[src/chd_pkg.sv]
package chd_pkg;

  localparam int LINE_BYTES    = 128;
  localparam int SUFFIX_WINDOW = 24;
  localparam int MAX_RESULTS   = 64;

  localparam logic [6:0] MHL_RESET = 7'd60;
  localparam logic [6:0] TMC_RESET = 7'd30;

  localparam logic [2:0] ADDR_MHL = 3'd0;
  localparam logic [2:0] ADDR_TMC = 3'd4;

  localparam logic [7:0] CH_LF  = 8'h0A;
  localparam logic [7:0] CH_CR  = 8'h0D;
  localparam logic [7:0] CH_SP  = 8'h20;
  localparam logic [7:0] CH_TAB = 8'h09;

  localparam logic [7:0] BOM_0 = 8'hEF;
  localparam logic [7:0] BOM_1 = 8'hBB;
  localparam logic [7:0] BOM_2 = 8'hBF;

  typedef struct packed {
    logic take;
    logic prep;
    logic scan;
    logic eval;
    logic read;
    logic sent;
  } cmd_t;

  typedef struct packed {
    logic fin;
    logic scan_ok;
    logic scan_done;
    logic hit;
    logic last;
  } status_t;

  function automatic logic [7:0] word_char(input logic [2:0] idx);
    logic [7:0] c;
    case (idx)
      3'd0: c = "c";
      3'd1: c = "h";
      3'd2: c = "a";
      3'd3: c = "p";
      3'd4: c = "t";
      3'd5: c = "e";
      3'd6: c = "r";
      default: c = 8'h00;
    endcase
    return c;
  endfunction

  function automatic logic [2:0] utf8_len(input logic [7:0] b);
    logic [2:0] n;
    if (b < 8'h80) n = 3'd1;
    else if (b < 8'hE0) n = 3'd2;
    else if (b < 8'hF0) n = 3'd3;
    else n = 3'd4;
    return n;
  endfunction

endpackage

[src/chd_if.sv]
interface chd_in_if;
  logic       valid;
  logic       ready;
  logic [7:0] data_byte;
  logic       start_of_file;
  logic       end_of_file;

  modport source (output valid, data_byte, start_of_file, end_of_file, input ready);
  modport sink (input valid, data_byte, start_of_file, end_of_file, output ready);
endinterface

interface chd_out_if;
  logic        valid;
  logic        ready;
  logic [31:0] heading_offset;
  logic [7:0]  title_byte;
  logic        title_last;

  modport source (output valid, heading_offset, title_byte, title_last, input ready);
  modport sink (input valid, heading_offset, title_byte, title_last, output ready);
endinterface

[src/chd_ctrl.sv]
module chd_ctrl (
  input  logic             clk_i,
  input  logic             rst_ni,
  input  logic             in_valid_i,
  output logic             in_ready_o,
  output logic             out_valid_o,
  input  logic             out_ready_i,
  input  chd_pkg::status_t status_i,
  output chd_pkg::cmd_t    cmd_o
);

  typedef enum logic [5:0] {
    S_IDLE = 6'b000001,
    S_PREP = 6'b000010,
    S_SCAN = 6'b000100,
    S_EVAL = 6'b001000,
    S_READ = 6'b010000,
    S_SEND = 6'b100000
  } state_e;

  state_e state_q, state_d;

  always_comb begin
    state_d     = state_q;
    cmd_o       = '0;
    in_ready_o  = (state_q == S_IDLE);
    out_valid_o = (state_q == S_SEND);
    case (state_q)
      S_IDLE: begin
        cmd_o.take = in_valid_i;
        if (in_valid_i && status_i.fin) state_d = S_PREP;
      end
      S_PREP: begin
        cmd_o.prep = 1'b1;
        state_d = status_i.scan_ok ? S_SCAN : S_IDLE;
      end
      S_SCAN: begin
        cmd_o.scan = 1'b1;
        if (status_i.scan_done) state_d = S_EVAL;
      end
      S_EVAL: begin
        cmd_o.eval = 1'b1;
        state_d = status_i.hit ? S_READ : S_IDLE;
      end
      S_READ: begin
        cmd_o.read = 1'b1;
        state_d = S_SEND;
      end
      S_SEND: begin
        if (out_ready_i) begin
          cmd_o.sent = 1'b1;
          state_d = status_i.last ? S_IDLE : S_READ;
        end
      end
      default: state_d = S_IDLE;
    endcase
  end

  always_ff @(posedge clk_i or negedge rst_ni) begin
    if (!rst_ni) state_q <= S_IDLE;
    else state_q <= state_d;
  end

endmodule

[src/chd_datapath.sv]
module chd_datapath #(
  parameter int LINE_BYTES    = chd_pkg::LINE_BYTES,
  parameter int SUFFIX_WINDOW = chd_pkg::SUFFIX_WINDOW
) (
  input  logic             clk_i,
  input  logic             rst_ni,
  input  chd_pkg::cmd_t    cmd_i,
  output chd_pkg::status_t status_o,
  input  logic [7:0]       data_byte_i,
  input  logic             start_of_file_i,
  input  logic             end_of_file_i,
  input  logic [6:0]       max_heading_len_i,
  input  logic [6:0]       title_max_chars_i,
  output logic [31:0]      heading_offset_o,
  output logic [7:0]       title_byte_o,
  output logic             title_last_o
);

  localparam int FW    = $clog2(LINE_BYTES);
  localparam int AW    = $clog2(LINE_BYTES - 1);
  localparam int TW    = FW + 1;
  localparam int CW    = FW + 8;
  localparam int RW    = $clog2(chd_pkg::MAX_RESULTS + 1);
  localparam int DEPTH = LINE_BYTES - 1;

  typedef enum logic [4:0] {
    EN_IND  = 5'b00001,
    EN_WORD = 5'b00010,
    EN_SEP  = 5'b00100,
    EN_BLK  = 5'b01000,
    EN_DONE = 5'b10000
  } en_e;

  logic [7:0] mem [DEPTH];
  logic [7:0] rd_data_q;

  logic [FW-1:0] fill_q;
  logic [31:0]   bc_q, ls_q, off_q;
  logic          mp_q;
  logic [7:0]    b0_q, b1_q, b2_q;
  logic [FW-1:0] sn_q, st_q, eff_q;

  logic [FW-1:0] ra_q, pp_q;
  logic          pv_q;
  logic [7:0]    prev1_q, prev2_q;
  logic [FW-1:0] lead_ko_q, cand_ko_q, lead_zh_q, cand_zh_q;
  logic          lead_ko_v_q, cand_ko_v_q, lead_zh_v_q, cand_zh_v_q;
  logic          hit_ko_q, hit_zh_q, hit_en_q;
  en_e           en_q;
  logic [2:0]    en_idx_q, en_ind_q;
  logic [TW-1:0] tn_q;
  logic [6:0]    chars_q;
  logic [RW-1:0] tl_q, k_q;

  logic [FW-1:0] fill_eff, sn_term, sn_eof;
  logic [31:0]   bc_base, bc_new, ls_base;
  logic          term, store;

  logic          strip;
  logic [FW-1:0] st_c, eff_c;

  logic          issue, proc, rd_en;
  logic [8:0]    a9;
  logic [AW-1:0] rd_addr, wr_addr;
  logic [7:0]    b, lc, uc;
  logic          blank, adig, fdig, roman;
  logic          ko_lead, zh_lead, ko_suf, zh_suf, win_ko, win_zh;
  logic [6:0]    maxc;
  logic [8:0]    t9;
  logic [RW-1:0] tl_c;
  logic          last;

  // word intake
  always_comb begin
    fill_eff = start_of_file_i ? '0 : fill_q;
    bc_base  = start_of_file_i ? '0 : bc_q;
    ls_base  = start_of_file_i ? '0 : ls_q;
    bc_new   = (bc_base == 32'hFFFF_FFFF) ? bc_base : bc_base + 32'd1;
    term     = (data_byte_i == chd_pkg::CH_LF) || (data_byte_i == chd_pkg::CH_CR) ||
               (fill_eff >= FW'(LINE_BYTES - 1));
    store    = !term;
    sn_term  = fill_eff;
    sn_eof   = fill_eff + FW'(1);
    wr_addr  = fill_eff[AW-1:0];
  end

  // mark strip and length window
  always_comb begin
    strip = mp_q && (sn_q >= FW'(3)) && (b0_q == chd_pkg::BOM_0) &&
            (b1_q == chd_pkg::BOM_1) && (b2_q == chd_pkg::BOM_2);
    st_c  = strip ? FW'(3) : '0;
    eff_c = sn_q - st_c;
  end

  // scan byte classification
  always_comb begin
    issue   = cmd_i.scan && (ra_q < eff_q);
    proc    = cmd_i.scan && pv_q;
    rd_en   = issue || cmd_i.read;
    a9      = 9'(st_q) + (cmd_i.read ? 9'(k_q) : 9'(ra_q));
    rd_addr = a9[AW-1:0];
    b       = rd_data_q;
    lc      = (b inside {[8'h41:8'h5A]}) ? b + 8'd32 : b;
    uc      = (b inside {[8'h61:8'h7A]}) ? b - 8'd32 : b;
    blank   = (b == chd_pkg::CH_SP) || (b == chd_pkg::CH_TAB);
    adig    = b inside {[8'h30:8'h39]};
    fdig    = (prev2_q == 8'hEF) && (prev1_q == 8'hBC) && (b inside {[8'h90:8'h99]});
    roman   = uc inside {"I", "V", "X", "L", "C", "D", "M"};
    ko_lead = (prev2_q == 8'hEC) && (prev1_q == 8'hA0) && (b == 8'h9C);
    zh_lead = (prev2_q == 8'hE7) && (prev1_q == 8'hAC) && (b == 8'hAC);
    ko_suf  = ({prev2_q, prev1_q, b} == 24'hEC9EA5) || ({prev2_q, prev1_q, b} == 24'hED9994) ||
              ({prev2_q, prev1_q, b} == 24'hED8EB8) || ({prev2_q, prev1_q, b} == 24'hED9A8C) ||
              ({prev2_q, prev1_q, b} == 24'hEBB680);
    zh_suf  = ({prev2_q, prev1_q, b} == 24'hE7ABA0) || ({prev2_q, prev1_q, b} == 24'hE88A82) ||
              ({prev2_q, prev1_q, b} == 24'hE59B9E);
    win_ko  = cand_ko_v_q &&
              (CW'(cand_ko_q) + CW'(SUFFIX_WINDOW) >= CW'(pp_q) + CW'(1));
    win_zh  = cand_zh_v_q &&
              (CW'(cand_zh_q) + CW'(SUFFIX_WINDOW) >= CW'(pp_q) + CW'(1));
    maxc    = (title_max_chars_i == 7'd0) ? 7'd1 : title_max_chars_i;
    t9      = 9'(tn_q);
    if (9'(eff_q) < t9) t9 = 9'(eff_q);
    if (t9 > 9'(chd_pkg::MAX_RESULTS)) t9 = 9'(chd_pkg::MAX_RESULTS);
    tl_c    = t9[RW-1:0];
    last    = (k_q == tl_q - RW'(1));
  end

  always_comb begin
    status_o.fin       = term ? (fill_eff != '0) : end_of_file_i;
    status_o.scan_ok   = (eff_c >= FW'(9)) && (8'(eff_c) <= 8'(max_heading_len_i));
    status_o.scan_done = pv_q && (pp_q == eff_q - FW'(1));
    status_o.hit       = hit_ko_q || hit_zh_q || hit_en_q;
    status_o.last      = last;
  end

  assign heading_offset_o = off_q;
  assign title_byte_o     = rd_data_q;
  assign title_last_o     = last;

  // line store
  always_ff @(posedge clk_i) begin
    if (cmd_i.take && store) mem[wr_addr] <= data_byte_i;
    if (rd_en) rd_data_q <= mem[rd_addr];
  end

  // line snapshot
  always_ff @(posedge clk_i) begin
    if (cmd_i.take) begin
      if (store && fill_eff == FW'(0)) b0_q <= data_byte_i;
      if (store && fill_eff == FW'(1)) b1_q <= data_byte_i;
      if (store && fill_eff == FW'(2)) b2_q <= data_byte_i;
      if (term || end_of_file_i) begin
        off_q <= ls_base;
        sn_q  <= term ? sn_term : sn_eof;
      end
    end
    if (cmd_i.prep) begin
      st_q  <= st_c;
      eff_q <= eff_c;
    end
    if (cmd_i.eval) tl_q <= tl_c;
  end

  always_ff @(posedge clk_i or negedge rst_ni) begin
    if (!rst_ni) begin
      fill_q      <= '0;
      bc_q        <= '0;
      ls_q        <= '0;
      mp_q        <= 1'b1;
      ra_q        <= '0;
      pp_q        <= '0;
      pv_q        <= 1'b0;
      prev1_q     <= '0;
      prev2_q     <= '0;
      lead_ko_q   <= '0;
      cand_ko_q   <= '0;
      lead_zh_q   <= '0;
      cand_zh_q   <= '0;
      lead_ko_v_q <= 1'b0;
      cand_ko_v_q <= 1'b0;
      lead_zh_v_q <= 1'b0;
      cand_zh_v_q <= 1'b0;
      hit_ko_q    <= 1'b0;
      hit_zh_q    <= 1'b0;
      hit_en_q    <= 1'b0;
      en_q        <= EN_IND;
      en_idx_q    <= '0;
      en_ind_q    <= '0;
      tn_q        <= '0;
      chars_q     <= '0;
      k_q         <= '0;
    end else begin
      if (cmd_i.take) begin
        bc_q <= bc_new;
        if (start_of_file_i) mp_q <= 1'b1;
        if (term || end_of_file_i) begin
          fill_q <= '0;
          ls_q   <= bc_new;
        end else begin
          fill_q <= sn_eof;
          ls_q   <= ls_base;
        end
      end
      if (cmd_i.prep) begin
        if (strip) mp_q <= 1'b0;
        ra_q        <= '0;
        pv_q        <= 1'b0;
        prev1_q     <= '0;
        prev2_q     <= '0;
        lead_ko_v_q <= 1'b0;
        cand_ko_v_q <= 1'b0;
        lead_zh_v_q <= 1'b0;
        cand_zh_v_q <= 1'b0;
        hit_ko_q    <= 1'b0;
        hit_zh_q    <= 1'b0;
        hit_en_q    <= 1'b0;
        en_q        <= EN_IND;
        en_idx_q    <= '0;
        en_ind_q    <= '0;
        tn_q        <= '0;
        chars_q     <= '0;
      end
      if (cmd_i.scan) begin
        if (issue) ra_q <= ra_q + FW'(1);
        pv_q <= issue;
        pp_q <= ra_q;
      end
      if (proc) begin
        prev2_q <= prev1_q;
        prev1_q <= b;
        if (ko_lead) begin
          lead_ko_q   <= pp_q - FW'(2);
          lead_ko_v_q <= 1'b1;
        end
        if (zh_lead) begin
          lead_zh_q   <= pp_q - FW'(2);
          lead_zh_v_q <= 1'b1;
        end
        if ((adig || fdig) && lead_ko_v_q) begin
          cand_ko_q   <= lead_ko_q;
          cand_ko_v_q <= 1'b1;
        end
        if ((adig || fdig) && lead_zh_v_q) begin
          cand_zh_q   <= lead_zh_q;
          cand_zh_v_q <= 1'b1;
        end
        if (ko_suf && win_ko) hit_ko_q <= 1'b1;
        if (zh_suf && win_zh) hit_zh_q <= 1'b1;
        // english heading
        case (en_q)
          EN_IND: begin
            if (blank) begin
              if (en_ind_q == 3'd4) en_q <= EN_DONE;
              else en_ind_q <= en_ind_q + 3'd1;
            end else if (8'(eff_q) < 8'(en_ind_q) + 8'd9) begin
              en_q <= EN_DONE;
            end else if (lc == chd_pkg::word_char(3'd0)) begin
              en_idx_q <= 3'd1;
              en_q     <= EN_WORD;
            end else begin
              en_q <= EN_DONE;
            end
          end
          EN_WORD: begin
            if (lc != chd_pkg::word_char(en_idx_q)) en_q <= EN_DONE;
            else if (en_idx_q == 3'd6) en_q <= EN_SEP;
            else en_idx_q <= en_idx_q + 3'd1;
          end
          EN_SEP: begin
            en_q <= blank ? EN_BLK : EN_DONE;
          end
          EN_BLK: begin
            if (!blank) begin
              if (adig || roman) hit_en_q <= 1'b1;
              en_q <= EN_DONE;
            end
          end
          EN_DONE: en_q <= EN_DONE;
          default: en_q <= EN_DONE;
        endcase
        // title length in characters
        if ((TW'(pp_q) == tn_q) && (chars_q < maxc)) begin
          tn_q    <= tn_q + TW'(chd_pkg::utf8_len(b));
          chars_q <= chars_q + 7'd1;
        end
      end
      if (cmd_i.eval) k_q <= '0;
      if (cmd_i.sent) k_q <= k_q + RW'(1);
    end
  end

endmodule

[src/chapter_heading_detector.sv]
// chapter heading detector
// in_i carries one file byte per word with start_of_file and end_of_file
// flags; out_o carries one title byte per word together with the line's
// start offset, title_last marking the final byte of a heading.
// a byte that neither ends a line nor marks end of file is stored and
// leaves the block idle. a byte that closes a non-empty line is followed
// by a setup state, then, when the line is 9 bytes or longer and within
// max_heading_len, a scan over the line store (one registered read a
// cycle) and an evaluation state. a heading then sends its title one byte
// at a time (store read, then output), up to 64 bytes. in_i.ready is low
// from a non-empty line's end until it is dropped or its title is sent.
// a stalled receiver holds the output word and the whole block.
// reset clears the counters, the line fill and sets the mark-pending flag;
// config registers return to 60 and 30. the line store needs no clearing.
// config writes go through the apb port at byte addresses 0 and 4.
module chapter_heading_detector #(
  parameter int LINE_BYTES    = chd_pkg::LINE_BYTES,
  parameter int SUFFIX_WINDOW = chd_pkg::SUFFIX_WINDOW
) (
  input  logic        clk_i,
  input  logic        rst_ni,
  chd_in_if.sink      in_i,
  chd_out_if.source   out_o,
  input  logic        psel,
  input  logic        penable,
  input  logic        pwrite,
  input  logic [2:0]  paddr,
  input  logic [31:0] pwdata,
  output logic [31:0] prdata,
  output logic        pready
);

  logic [6:0]       mhl_q, tmc_q;
  chd_pkg::cmd_t    cmd;
  chd_pkg::status_t status;

  assign pready = 1'b1;

  always_ff @(posedge clk_i or negedge rst_ni) begin
    if (!rst_ni) begin
      mhl_q <= chd_pkg::MHL_RESET;
      tmc_q <= chd_pkg::TMC_RESET;
    end else if (psel && penable && pwrite) begin
      case (paddr)
        chd_pkg::ADDR_MHL: mhl_q <= pwdata[6:0];
        chd_pkg::ADDR_TMC: tmc_q <= pwdata[6:0];
        default: ;
      endcase
    end
  end

  always_comb begin
    case (paddr)
      chd_pkg::ADDR_MHL: prdata = {25'd0, mhl_q};
      chd_pkg::ADDR_TMC: prdata = {25'd0, tmc_q};
      default: prdata = '0;
    endcase
  end

  chd_ctrl u_ctrl (
    .clk_i       (clk_i),
    .rst_ni      (rst_ni),
    .in_valid_i  (in_i.valid),
    .in_ready_o  (in_i.ready),
    .out_valid_o (out_o.valid),
    .out_ready_i (out_o.ready),
    .status_i    (status),
    .cmd_o       (cmd)
  );

  chd_datapath #(
    .LINE_BYTES    (LINE_BYTES),
    .SUFFIX_WINDOW (SUFFIX_WINDOW)
  ) u_dp (
    .clk_i             (clk_i),
    .rst_ni            (rst_ni),
    .cmd_i             (cmd),
    .status_o          (status),
    .data_byte_i       (in_i.data_byte),
    .start_of_file_i   (in_i.start_of_file),
    .end_of_file_i     (in_i.end_of_file),
    .max_heading_len_i (mhl_q),
    .title_max_chars_i (tmc_q),
    .heading_offset_o  (out_o.heading_offset),
    .title_byte_o      (out_o.title_byte),
    .title_last_o      (out_o.title_last)
  );

endmodule

[src/flat_wrapper.sv]
// flat-port wrapper written by rule: the top's interface ports become plain ports
module chapter_heading_detector_flat 
#(
  parameter int LINE_BYTES    = chd_pkg::LINE_BYTES,
  parameter int SUFFIX_WINDOW = chd_pkg::SUFFIX_WINDOW
)
  (clk_i, rst_ni, psel, penable, pwrite, paddr, pwdata, prdata, pready, in_i_valid, in_i_data_byte, in_i_start_of_file, in_i_end_of_file, in_i_ready, out_o_valid, out_o_heading_offset, out_o_title_byte, out_o_title_last, out_o_ready);
  chd_in_if in_i_i ();
  chd_out_if out_o_i ();
  input  logic clk_i;
  input  logic rst_ni;
  input  logic psel;
  input  logic penable;
  input  logic pwrite;
  input  logic [2:0] paddr;
  input  logic [31:0] pwdata;
  output logic [31:0] prdata;
  output logic pready;
  input wire logic [$bits(in_i_i.valid)-1:0] in_i_valid;
  input wire logic [$bits(in_i_i.data_byte)-1:0] in_i_data_byte;
  input wire logic [$bits(in_i_i.start_of_file)-1:0] in_i_start_of_file;
  input wire logic [$bits(in_i_i.end_of_file)-1:0] in_i_end_of_file;
  output wire logic [$bits(in_i_i.ready)-1:0] in_i_ready;
  output wire logic [$bits(out_o_i.valid)-1:0] out_o_valid;
  output wire logic [$bits(out_o_i.heading_offset)-1:0] out_o_heading_offset;
  output wire logic [$bits(out_o_i.title_byte)-1:0] out_o_title_byte;
  output wire logic [$bits(out_o_i.title_last)-1:0] out_o_title_last;
  input wire logic [$bits(out_o_i.ready)-1:0] out_o_ready;
  assign in_i_i.valid = in_i_valid;
  assign in_i_i.data_byte = in_i_data_byte;
  assign in_i_i.start_of_file = in_i_start_of_file;
  assign in_i_i.end_of_file = in_i_end_of_file;
  assign in_i_ready = in_i_i.ready;
  assign out_o_valid = out_o_i.valid;
  assign out_o_heading_offset = out_o_i.heading_offset;
  assign out_o_title_byte = out_o_i.title_byte;
  assign out_o_title_last = out_o_i.title_last;
  assign out_o_i.ready = out_o_ready;
  chapter_heading_detector #(.LINE_BYTES(LINE_BYTES), .SUFFIX_WINDOW(SUFFIX_WINDOW)) u_core (.clk_i(clk_i), .rst_ni(rst_ni), .in_i(in_i_i), .out_o(out_o_i), .psel(psel), .penable(penable), .pwrite(pwrite), .paddr(paddr), .pwdata(pwdata), .prdata(prdata), .pready(pready));
endmodule
[config.mk]
export PLATFORM = sky130hd
export DESIGN_NAME = chapter_heading_detector_flat
export DESIGN_NICKNAME = d
export VERILOG_FILES = /design/src/chd_pkg.sv /design/src/chd_if.sv /design/src/chd_ctrl.sv /design/src/chd_datapath.sv /design/src/chapter_heading_detector.sv /design/src/flat_wrapper.sv
export SDC_FILE = /design/constraint.sdc
export NUM_CORES = 2
export LEC_CHECK = 0
export BUFFER_PORTS_ARGS = -buffer_cell sky130_fd_sc_hd__buf_2
export CAP_MARGIN = 25
export CELL_PAD_IN_SITES_DETAIL_PLACEMENT = 1
export CELL_PAD_IN_SITES_GLOBAL_PLACEMENT = 2
export CORE_MARGIN = 3
export CORE_UTILIZATION = 46
export CTS_CLUSTER_DIAMETER = 200
export DETAILED_ROUTE_END_ITERATION = 6
export GPL_TIMING_DRIVEN = 0
export PLACE_DENSITY = 0.9
export SLEW_MARGIN = 20
export SYNTH_ARGS = -nofsm -noshare
export SYNTH_HDL_FRONTEND = slang
export SYNTH_SLANG_ARGS = --single-unit
[constraint.sdc]
create_clock -name clk_i -period 6 [get_ports clk_i]
set_clock_uncertainty 0.15 [all_clocks]
set_input_delay 0.9 -clock clk_i [delete_from_list [all_inputs] [get_ports clk_i]]
set_output_delay 0.9 -clock clk_i [all_outputs]
set_load 0.005 [all_outputs]
======== Word-level counts from Yosys, hierarchy flattened ========
Memories as Yosys holds them, arrays and structs flattened. A register that Yosys moved wholly into a read port is not among the register bits.
Cells that the tools add are included.
cells by class
  add/sub/neg operators ................... 19
  reduce and logical (&&, ||, !) cells .... 68
  equality and inequality tests ........... 59
  $lt $le $gt $ge ......................... 22
  mux-type cells .......................... 106
operator list
  operator                 count
  $eq A24 B24 Y1 const B   8
  $mux W32                 4
  $mux W7                  13
  $eq A8 B8 Y1 const B     11
  $mux W8                  11
  $eq A8 B7 Y1 const B     8
  $mux W5                  12
  $mux W3                  18
  $pmux W7 S7              1
  $mux W1                  39
  $pmux W6 S6              1
  $add A32 B1 Y32 const B  1
  $eq A32 B32 Y1 const B   1
  $logic_and A1 B1 Y1      32
  $add A7 B1 Y7 const B    4
  $eq A8 B4 Y1 const B     3
  $lt A8 B8 Y1 const B     3
  $pmux W5 S4              1
  $reduce_and A2 Y1        10
  $mux W6                  3
  $add A7 B5 Y8 const B    2
  $ge A8 B7 Y1 const B     2
  $le A8 B7 Y1 const B     2
  $eq A3 B3 Y1 const B     5
  other kinds (53)         79
word-level totals
  input bits .............................. 52
  memories kept ........................... 1
  bits in writable memories ............... 1016
  output and inout bits ................... 76
  bits in registers ....................... 275
memory list
  name             depth  width  read ports  clocked after Yosys merged registers in  write ports  RTL line            text
  u_core.u_dp.mem  127    8      1           1                                        1            chd_datapath.sv:34  logic [7:0] mem [DEPTH];

======== Depth between registers and ports, before layout ========
  depth after elaboration ................. 11
  depth in mapped cells ................... 23
  mapped depth without buffers ............ 16

======== Modules after synthesis ========
Synthesis repeated with hierarchy kept, for this count alone.
unflattened totals
  cell total of the unflattened synthesis .. 4129
  area total of the unflattened synthesis .. 57814.2 um2
modules (own cells, without submodules)
  module                    area each (um2)  instances  cells an instance
  chd_datapath              56466.7          1          4006
  chapter_heading_detector  909.6            1          79
  chd_ctrl                  437.9            1          44

======== Least setup slack after synthesis ========
OpenSTA, ideal clock, no wires.
  path type ............................... register to register
  from .................................... register u_core.u_ctrl.state_q[1]
  to ...................................... register u_core.u_dp.rd_data_q[0], in the netlist u_core.u_dp.title_byte_o[0] (read register of u_core.u_dp.mem) (data pin)
  path slack .............................. 1.499 ns
  period minus slack after synthesis ...... 4.501 ns
  buffers on the path ..................... 6
  library setup time ...................... 0.265 ns
  arrival ................................. 4.086 ns
  data required time ...................... 5.585 ns
  stages on the path, launching flop included .. 18
  path through ............................ dfrtp_1 -> buf_2 -> or4_4 -> nor2_2 -> nand2_1 -> nand2_1 -> ha_1 -> inv_1 -> fa_1 -> buf_2 -> buf_1 -> clkbuf_1 -> clkbuf_1 -> buf_1 -> mux2i_1 -> a21oi_1 -> nand2_1 -> a32oi_1
on the way
  word-level cells in the longest chain between the ends .. 4
  elaborated cells between the ends (all ways) .. 8
  classes of those cells .................. 1 x add/sub; 2 x eq/ne; 3 x mux; 2 x reduce/logical
RTL lines
  item                                                        RTL line                                 text
  start: declaration                                          chd_ctrl.sv:21                           state_e state_q, state_d;
  start signal: assignment                                    chd_ctrl.sv:61                           else state_q <= state_d;
  $eq A6 B5 Y1 / $eq A6 B3 Y1 (equally long branches)         chd_ctrl.sv:28                           case (state_q)
  $mux W1                                                     chd_ctrl.sv:28
  $mux W7 / $logic_and A1 B1 Y1 (equally long branches)       chd_datapath.sv:100, chd_datapath.sv:97
  $add A7 B7 Y7 / $logic_or A1 B1 Y1 (equally long branches)  chd_datapath.sv:100, chd_datapath.sv:99
  end: declaration                                            chd_datapath.sv:35                       logic [7:0] rd_data_q;
Parallel ways exist; a longest one is shown, timed or not.
A chain may end at the register's enable or synchronous reset.

======== Worst setup path in the final report ========
  from .................................... register u_core.u_ctrl.state_q[5]
  to ...................................... register u_core.u_dp.rd_data_q[6], in the netlist u_core.u_dp.title_byte_o[6] (read register of u_core.u_dp.mem) (data pin)
Same word-level chain as after synthesis.

==> run metrics <==
synthesis-to-layout area growth 13.7%; start of the worst register-to-register path u_core.u_ctrl.state_q[5]$_DFFE_PN0P_; worst slew pin tran 1.26 ns; FP Rows 126; area of the core 119000 um^2; Max stage delay on crit path roughly 0.53 ns; Critical Path Start u_core.u_ctrl.state_q[5]$_DFFE_PN0P_; Die Y ~350 um; share of cells above drive strength 1 15.2%; CP max-delay cell or4_1; DRT Pass-1 Iters 6; crit path kind register to register; Post-DP HPWL 112000 um; RD Place Congestion approximately 0.9; H-Tree Level Count 4; largest net degree at the start of global routing 100; CP dominant cell by count nand2_1; ys async rst share 14.8%; # placed instances 5634; synth top area cells edfxtp_1 (60%), dfrtp_1 (8.1%), mux4_2 (6.7%); vias in the first global route 36711; mapped cell area 55300 um^2; max-slew violations 0; Critical Path Source Type register; mux contribution to synthesized area 8.91%; vias per cell 6.05; Final period util 101%; Antenna Nets Post-Route 0; total CTS buffers 138; Hold Fails Final Rpt 0; width of the die 353 um; worst min path class primary input to register; Initial Util approximately 47%; leak pwr 21.7 nW; max-cap violations 0; Reg clk slew, reported paths 0.06 ns; sequential area share after synthesis 68.5%; PortBufs 75; Tot GR Track Use between 20% and 30%; total congestion overflow 0; relative slew slack around 16%; total die area around 120000 um^2; Critical Path RT 6.35 ns; Netlist cell types 74; VDD IR max roughly 0.26 mV; status complete, but fails checks; Total Nets Final 4307; Critical Path AT 6.38 ns; io pins 128; drt wl/cell 27.9 um; Syn. warnings 0; Yosys top cell by area edfxtp_1; first-pass GRT wire length ~240000 um; top-area cell type share of the netlist area 59.8%; top_reg_cell synth edfxtp_1; most frequent cell after synthesis edfxtp_1; CP cell instances clkbuf_1 > or4_4 > nor2_2 > nand2_1 > nand2_1 > ha_1 > inv_1 > fa_2 > nor2b_1 > o211ai_1 > and2_1 > buf_2 > buf_6 > buf_2 > nand2_1 > a32oi_1 > a31oi_1 > or4_1 > a32oi_2; Final Total Pwr 23.5 mW; Syn Inst Count roughly 3900; worst-path maximum fanout 10; PwrDens 373 nW/um^2; minimum clock period approximately 6 ns; Setup crit end kind register; failing checks negative setup slack; Multi-input gate area 16200 um^2; synthesized flop and latch total 1293; fmax 166 MHz; hold_sp pwdata[1]; DRC violations left 0; Synth Area in XOR/XNOR 1.50%; Clock Path Buffers 3; area share of fa/ha/maj cells after synthesis ~1.8%; CTS sink count 1293; Via Count 35560; WL final 164000 um; Compound-Gate Fraction of Synth Area about 5.8%; worst-skew pair later-pin latency 0.77 ns; FF+latch area roughly 38000 um^2; PnR worst setup slack -0.0317 ns; initial antenna violation count 5; CTS tree done; Post-Layout Cell Count 5878; EDFF count, synth around 1100; Setup TNS -0.0317 ns; Post-synth top cells edfxtp_1 (1102), nand2_1 (585), nor2_1 (295); final hold slack 0.240 ns; Mapped Avg Cell Area approximately 14 um^2; Root Buffer clkbuf_16; 1st-iter DRT viols 4460; # setup viols final 1; fillers 11628; Simple-Gate Fraction of Synth Area between 10% and 20%; largest family of logic cells by synthesized area simple AND/OR/NAND/NOR gates; RSZ-0062 raised after global routing true
## worst max-delay path: cells and delay by family, from the launching register on
kind / cells / cell delay, ns
AO/OA/AOI/OAI: 4 / 1.58
adder cells (fa/ha/maj): 2 / 0.56
flip-flops: 1 / 0.36
buffers and inverters: 5 / 1.18
AND/OR/NAND/NOR: 8 / 1.95
## cell families (layout without fill, tap and decap cells)
group,count (synthesis),count (layout)
AND/OR/NAND/NOR,1337,1337
flip-flops,1293,1293
AO/OA/AOI/OAI,515,515
buffers and inverters,313,648
multiplexers,283,283
XOR/XNOR,95,95
adder cells (fa/ha/maj),79,79
other,2,28
## final timing paths
path	end	slack (ns)	depth (start not counted)
min reg2reg	u_core.u_dp.lead_zh_v_q$_DFF_PN0_	0.32	1
max	u_core.u_dp.title_byte_o[6]$_DFFE_PP_	-0.03	19
min in group asynchronous	u_core.u_dp.ls_q[12]$_DFFE_PN0P_	0.51	2
max in group asynchronous	u_core.u_dp.en_q[0]$_DFF_PN1_	3.98	4
min	u_core.tmc_q[1]$_DFFE_PN1P_	0.24	2
max reg2reg	u_core.u_dp.title_byte_o[6]$_DFFE_PP_	-0.03	19
## metal layers
layer / track usage (%) / share of wire (%) / vias to the layer above / routed length (um)
met5: 0 / 0.0079 / - / 13
met1: 36.2 / 40 / 18282 / 65800
met2: 41.8 / 48 / 1762 / 78000
met4: 9.86 / 3.8 / 2 / 6250
met3: 4.61 / 8.4 / 338 / 13800
li1: - / - / 15176 / -
## where the power goes
group	switching [mW]	internal, mW	total (mW)
Combinational	3.14	1.70	4.84
Sequential	0.154	9.99	10.1
Clock	3.62	4.85	8.47
Total	6.91	16.5	23.5
## placed cells by master (no fill, tap or decap), types with 74 or more instances in the layout
master,count
clkbuf_1,144
nor2_1,289
mux4_2,164
o21ai_0,156
ha_1,76
dfrtp_1,180
nand2_1,584
clkbuf_16,142
mux2i_1,84
nand3_1,144
edfxtp_1,1102
inv_1,74
a21oi_1,116
buf_2,95
## registers in the layout, summed over array words and instances, names as in the netlist, 8 cells and up
name,flops
u_core.u_dp.mem,1016
u_core.u_dp.b1_q,8
u_core.u_dp.ls_q,32
u_core.u_dp.b0_q,8
u_core.u_dp.prev1_q,8
u_core.u_dp.tn_q,8
u_core.u_dp.bc_q,32
u_core.u_dp.b2_q,8
u_core.u_dp.prev2_q,8
u_core.u_dp.title_byte_o,8
u_core.u_dp.heading_offset_o,32
## final cells by class
cell class                      count  share of cell area [%]
Clock inverter                     67                    1.13
Multi-Input combinational cell   2335                    25.8
Inverter                           77                   0.460
Antenna cell                        2                 0.00796
Timing Repair Buffer               99                    1.37
Buffer                            232                    1.87
Sequential cell                  1293                    60.2
Clock buffer                      173                    5.91
Tap cell                         1600                    3.18
## what timing repair did
action	CTS	global route
endpoints found under the setup margin	8	46
cloned	0	0
endpoints found under the hold margin	43	0
pin swaps	1	0
resized for setup	27	49
buffers inserted	1	0
hold buffers	1	0
## metrics by stage
step / instance area, um^2 / utilization [%] / worst slack [ns]
after floorplan: 55400 / - / 1.50
after global placement: 57800 / 48.7 / -1.72
after detailed placement: 58200 / 49.1 / -1.35
after CTS: 62800 / 52.9 / 0.0291
after global routing: 62900 / 53.0 / -0.138
final: 62900 / 53.0 / -0.0317
Power figures use the tool's default switching activity.
